<file path="src/sv/aob_pkg.sv">
package aob_pkg;
  localparam int unsigned ChanW  = 8;
  localparam int unsigned PixW   = 4 * ChanW;
  localparam int unsigned WgtW   = 2 * ChanW;
  localparam int unsigned NumW   = 3 * ChanW;
  localparam int unsigned NumCh  = 3;
  localparam int unsigned QStages = ChanW;
  localparam int unsigned Latency = QStages + 2;
  localparam logic [ChanW-1:0] ChanMax = '1;

  typedef logic [NumW-1:0] num_t;
  typedef logic [ChanW-1:0] chan_t;
endpackage

</file>
<file path="src/sv/alpha_over_blender.sv">
// source-over compositing of straight-alpha RGBA8 pixels (red in the top byte)
//
// input: pulse start_i with src_pixel_i and dst_pixel_i; the item is taken at
// that edge. busy_o is always low, so a new pixel pair may enter every cycle.
// output: valid_o is high for exactly one cycle with out_pixel_o; there is no
// backpressure, the receiver takes the item in that cycle.
//
// throughput is one pixel per clock.
// the first two stages form the weights and numerators (one multiply level
// each); eight more stages each retire one quotient bit of the per-channel
// division, restoring style. output alpha is floor(D/255) by a reciprocal
// trick. when both alphas are zero the pixel comes out as all zero.
//
// reset (rst_ni low, asynchronous) clears the valid bits of every stage;
// items in flight are dropped and no result appears until a new start_i.
module alpha_over_blender (
  input  logic                     clk_i,
  input  logic                     rst_ni,
  input  logic                     start_i,
  output logic                     busy_o,
  input  logic [aob_pkg::PixW-1:0] src_pixel_i,
  input  logic [aob_pkg::PixW-1:0] dst_pixel_i,
  output logic                     valid_o,
  output logic [aob_pkg::PixW-1:0] out_pixel_o
);
  import aob_pkg::*;

  // stage a: weights
  logic                vld_a_q;
  logic [WgtW-1:0]     ws_a_q, wd_a_q;
  logic [PixW-1:0]     src_a_q, dst_a_q;

  // stage b: numerators, denominator, alpha
  logic                vld_b_q, zero_b_q;
  logic [WgtW-1:0]     den_b_q;
  chan_t               alpha_b_q;
  num_t                num_b_q [NumCh];

  // quotient stages
  logic                vld_s_q  [QStages];
  logic                zero_s_q [QStages];
  logic [WgtW-1:0]     den_s_q  [QStages];
  chan_t               alpha_s_q[QStages];
  num_t                rem_s_q  [QStages][NumCh];
  chan_t               quo_s_q  [QStages][NumCh];

  logic [WgtW-1:0]     den_sum;
  logic [WgtW:0]       alpha_tmp;

  assign busy_o = 1'b0;

  always_comb begin
    den_sum   = ws_a_q + wd_a_q;
    alpha_tmp = {1'b0, den_sum} + (WgtW+1)'(1) + (WgtW+1)'(den_sum >> ChanW);
  end

  always_ff @(posedge clk_i or negedge rst_ni) begin
    if (!rst_ni) begin
      vld_a_q <= 1'b0;
      vld_b_q <= 1'b0;
      for (int k = 0; k < QStages; k++) vld_s_q[k] <= 1'b0;
    end else begin
      vld_a_q <= start_i;
      vld_b_q <= vld_a_q;
      vld_s_q[0] <= vld_b_q;
      for (int k = 1; k < QStages; k++) vld_s_q[k] <= vld_s_q[k-1];
    end
  end

  always_ff @(posedge clk_i) begin
    // as*255 is a shift and subtract
    ws_a_q  <= {src_pixel_i[ChanW-1:0], ChanW'(0)} - WgtW'(src_pixel_i[ChanW-1:0]);
    wd_a_q  <= dst_pixel_i[ChanW-1:0] * WgtW'(ChanMax - src_pixel_i[ChanW-1:0]);
    src_a_q <= src_pixel_i;
    dst_a_q <= dst_pixel_i;

    den_b_q   <= den_sum;
    zero_b_q  <= (den_sum == '0);
    alpha_b_q <= alpha_tmp[WgtW-1:ChanW];
    for (int c = 0; c < NumCh; c++) begin
      num_b_q[c] <= NumW'(src_a_q[(c+1)*ChanW +: ChanW]) * NumW'(ws_a_q)
                  + NumW'(dst_a_q[(c+1)*ChanW +: ChanW]) * NumW'(wd_a_q);
    end

    // one quotient bit per stage, msb first
    for (int k = 0; k < QStages; k++) begin
      if (k == 0) begin
        den_s_q[0]   <= den_b_q;
        zero_s_q[0]  <= zero_b_q;
        alpha_s_q[0] <= alpha_b_q;
      end else begin
        den_s_q[k]   <= den_s_q[k-1];
        zero_s_q[k]  <= zero_s_q[k-1];
        alpha_s_q[k] <= alpha_s_q[k-1];
      end
    end
    for (int c = 0; c < NumCh; c++) begin
      if (num_b_q[c] >= (NumW'(den_b_q) << (QStages-1))) begin
        rem_s_q[0][c] <= num_b_q[c] - (NumW'(den_b_q) << (QStages-1));
        quo_s_q[0][c] <= ChanW'(1);
      end else begin
        rem_s_q[0][c] <= num_b_q[c];
        quo_s_q[0][c] <= '0;
      end
      for (int k = 1; k < QStages; k++) begin
        if (rem_s_q[k-1][c] >= (NumW'(den_s_q[k-1]) << (QStages-1-k))) begin
          rem_s_q[k][c] <= rem_s_q[k-1][c] - (NumW'(den_s_q[k-1]) << (QStages-1-k));
          quo_s_q[k][c] <= {quo_s_q[k-1][c][ChanW-2:0], 1'b1};
        end else begin
          rem_s_q[k][c] <= rem_s_q[k-1][c];
          quo_s_q[k][c] <= {quo_s_q[k-1][c][ChanW-2:0], 1'b0};
        end
      end
    end
  end

  assign valid_o = vld_s_q[QStages-1];
  assign out_pixel_o = zero_s_q[QStages-1] ? '0 :
      {quo_s_q[QStages-1][2], quo_s_q[QStages-1][1], quo_s_q[QStages-1][0],
       alpha_s_q[QStages-1]};

  a_no_busy: assert property (@(posedge clk_i) disable iff (!rst_ni) !busy_o)
    else $error("busy raised");

  a_latency: assert property (@(posedge clk_i) disable iff (!rst_ni)
    start_i |-> ##(Latency) valid_o)
    else $error("result missing after start");

  a_zero_alpha: assert property (@(posedge clk_i) disable iff (!rst_ni)
    valid_o && (out_pixel_o[ChanW-1:0] == '0) |-> (out_pixel_o == '0))
    else $error("transparent result with color");

  a_rem_bound: assert property (@(posedge clk_i) disable iff (!rst_ni)
    valid_o && !zero_s_q[QStages-1] |->
      (rem_s_q[QStages-1][0] < NumW'(den_s_q[QStages-1])))
    else $error("division remainder out of range");
endmodule
</file>
<file path="config.mk">
export PLATFORM = sky130hd
export DESIGN_NAME = alpha_over_blender
export DESIGN_NICKNAME = d
export VERILOG_FILES = /design/src/sv/aob_pkg.sv /design/src/sv/alpha_over_blender.sv
export SDC_FILE = /design/constraint.sdc
export NUM_CORES = 2
export LEC_CHECK = 0
export BUFFER_PORTS_ARGS = -buffer_cell sky130_fd_sc_hd__buf_2
export CAP_MARGIN = 25
export CORE_MARGIN = 10
export CORE_UTILIZATION = 50
export CTS_CLUSTER_SIZE = 30
export DETAILED_ROUTE_END_ITERATION = 7
export GPL_TIMING_DRIVEN = 0
export PLACE_DENSITY = 0.64
export SKIP_LAST_GASP = 1
export SYNTH_ARGS = -nofsm -noshare
export SYNTH_HDL_FRONTEND = slang
export SYNTH_SLANG_ARGS = --single-unit
export TNS_END_PERCENT = 50
</file>
<file path="constraint.sdc">
create_clock -name clk_i -period 7.2 [get_ports clk_i]
set_input_delay 1.44 -clock clk_i [delete_from_list [all_inputs] [get_ports clk_i]]
set_output_delay 1.44 -clock clk_i [all_outputs]
set_load 0.1 [all_outputs]
</file>
==> flow_summary.toml <==
[timing]
final-max-slew-violation-count = 0
worst_slew_pin_slew_ns = 1.046
timing.fmax_ghz = 0.1436
slew_headroom_pct = 29.35
period_needed_ns = 6.962
finalSetupViolCount = 0
skew_ns = 0.04541
finalCritPeriodShare_pct = 96.70
hold_viol = 0
hold_slack_ns = 0.2925

[layout]
most-common-layout-cells = "inv_1 (1,034), dfxtp_1 (968), nand2_1 (754)"
syn2layout_area_growth_pct = 9.580
drive_gt1_share_pct = 6.084
fillers = 12840
final_common_cell = "inv_1"
nets = 9161

[outcome]
outcome = "finished clean"

[critical_path]
worstPathRequired_ns = 7.82
cp_max_fo = 10
end_kind = "register"
cp.arrival_ns = 7.59
startpoint_type = "register"
path_class = "reg -> reg"

[clock_network]
cts-buffers-inserted = 106
tritoncts = "done"
cts.sinks = 983
clk_latency_ns = 0.74
cts-root-buf = "clkbuf_16"
clk_pin_slew_ns = 0.06
cts_setup_buffers = 0
htree_levels = 3
clock_path_buffers = 3

[logic_synthesis]
synth_cell_types = 86
synth_edf_count = 0
yosys_warnings = 0
synth_seq_cells = 983
syn_nets = 8952
seq_area_frac_synth_pct = 28.21
syn_area_um2 = 69940
async_reset_ff_share_pct = 1.017
avgSynthCellArea_um2 = 9.270
ys.flop_type = "dfxtp_1"
synthCells = 7544

[die]
die_height_um = 394.0
initial_core_util_pct = 50.25
die_area_um2 = 155200
io_pins = 101
die_w_um = 394.0
core_area_um2 = 139200
rows = 137

[routing]
viasPerCell = 5.485
post_drt_wl_per_cell_um = 20.50
drcViolationCount = 0
via_count = 53310
drt_iter0_drc = 3398
wirelength_um = 199200
ant_nets = 0
detail_route.first_pass.iterations = 8

[flow_run]
drv_cap = 0

[placement]
portBuffers = 99
gp_congestion = 0.9718
dpl.hpwl_um = 165900

[global_routing]
antenna_found_initial = 8
grt_overflow = 0
grt_pass1_vias = 53450
track_usage_pct = 25.20
grt_max_degree = 18
grt_pass1_wl_um = 306200

[min_path]
min_path_type = "reg -> reg"
## stage by stage
step | TNS, ns | instance area (um2) | std cells | utilization [%] | worst slack [ns]
final | 0 | 76640 | 9720 | 55.06 | 0.2375
after CTS | 0 | 76570 | 9715 | 55.01 | 0.002347
after global routing | -0.03492 | 76630 | 9719 | 55.06 | -0.03492
after floorplan | 0 | 69940 | 7544 | - | 1.276
after global placement | -1.998 | 72780 | 9519 | 52.29 | -0.6306
after detailed placement | -2.231 | 72780 | 9520 | 52.29 | -0.6451
## flip-flops by register name, indices dropped and copies added, names as in the netlist, 16 cells and up
signal and cells:
alpha_s_q 64, den_b_q 16, den_s_q 112, dst_a_q 24, num_b_q 72, quo_s_q 108
rem_s_q 504, src_a_q 25, wd_a_q 16
## critical path: stages, from the launching register on
cell	delay, ns
dfxtp_2	0.53
clkbuf_1	0.71
nand2_1	0.18
fa_1	0.55
fa_1	0.51
fa_1	0.53
inv_1	0.06
fa_1	0.49
fa_1	0.51
inv_1	0.05
fa_1	0.49
inv_1	0.05
ha_1	0.33
a21o_1	0.21
a21o_1	0.21
a211o_1	0.26
a2111o_1	0.40
a31oi_1	0.28
o21bai_1	0.11
a41oi_1	0.25
xnor2_1	0.16
## timing repair
item,4_1_cts,5_1_grt
hold buffers,0,0
resized for setup,42,40
endpoints found under the setup margin,7,4
## path summary, 6_finish.rpt
check | end | startpoint | slack, ns | cells after the start
worst max-delay path | num_b_q[0][46] | ws_a_q[9] | 0.24 | 20
worst min-delay path | alpha_s_q[0][29] | alpha_s_q[0][21] | 0.29 | 0
worst max register to register | num_b_q[0][46] | ws_a_q[9] | 0.24 | 20
worst min register to register | alpha_s_q[0][29] | alpha_s_q[0][21] | 0.29 | 0
max in group asynchronous | vld_s_q[1] | rst_ni | 6.42 | 1
min in group asynchronous | vld_a_q | rst_ni | 0.58 | 1
## cell usage after synthesis (13+ instances only)
cell type  instances  area, um2
xor2_1           146       1279
mux2_2            78      878.3
dfxtp_1          973      19480
o2111ai_1         16      140.1
a21oi_1          360       1802
a2111oi_0         18      157.7
fa_1             683      13670
nor3_1           111      555.5
or4_1             22      165.2
a31oi_1           42      262.8
inv_1           1034       3881
or2_2             26      162.7
nor2_1           382       1434
and3_1            30      187.7
o21bai_1          37      277.8
ha_1             658       8233
or3_1             45      281.5
nor3b_1           19      142.6
nor4_1            37      231.5
a211oi_1          49      367.9
clkbuf_1         190      713.2
nand4b_1          16      140.1
xnor2_1          252       2207
nand3b_1          13      97.59
nand4_1           45      281.5
a21o_1           141       1059
nand2_1          754       2830
and2_1           364       2277
o211ai_1          39      292.8
o41ai_1           14      122.6
o31a_1            16      140.1
o21a_1            69      518.0
a21boi_0          27      202.7
nand2b_1          75      469.2
o31ai_1           36      270.3
mux2i_1           22      220.2
o21ai_0          308       1541
nor4b_1           19      166.4
nand3_1           89      445.4
nor2b_1          142      888.4
## final cells by class
cell class	count	area, um2	share of cell area [%]
antenna	4	10.01	0.01306
clock inverter	60	770.7	1.006
tap	1876	2347	3.063
inverter	1035	3885	5.069
buffer	198	817.0	1.066
sequential	983	19740	25.75
timing repair buffer	101	511.7	0.6678
clock buffer	135	2942	3.838
multi-input combinational	5328	45620	59.52
## cell families (layout without fill, tap and decap cells)
group,Yosys count,in the layout,synth area share (%)
buf+inv,1233,1529,6.630
xor+xnor,398,398,4.984
fa+ha+maj,1341,1341,31.32
flops,983,983,28.21
simple gates,2214,2214,15.72
compound gates,1274,1274,11.56
other cells,1,5,0.005362
mux,100,100,1.571
## metal layers
| layer | part of all wire [%] | vias up | track usage (%) |
|---|---|---|---|
| li1 | - | 25270 | - |
| met1 | 41 | 26060 | 30.84 |
| met2 | 49 | 1547 | 43.60 |
| met3 | 5.1 | 435 | 3.548 |
| met4 | 5.1 | 4 | 11.81 |
| met5 | 0.013 | - | 0 |
Power is left out: the tool's default activity adds up to more than one toggle a clock period on the data nets, which glitch-free logic cannot reach.
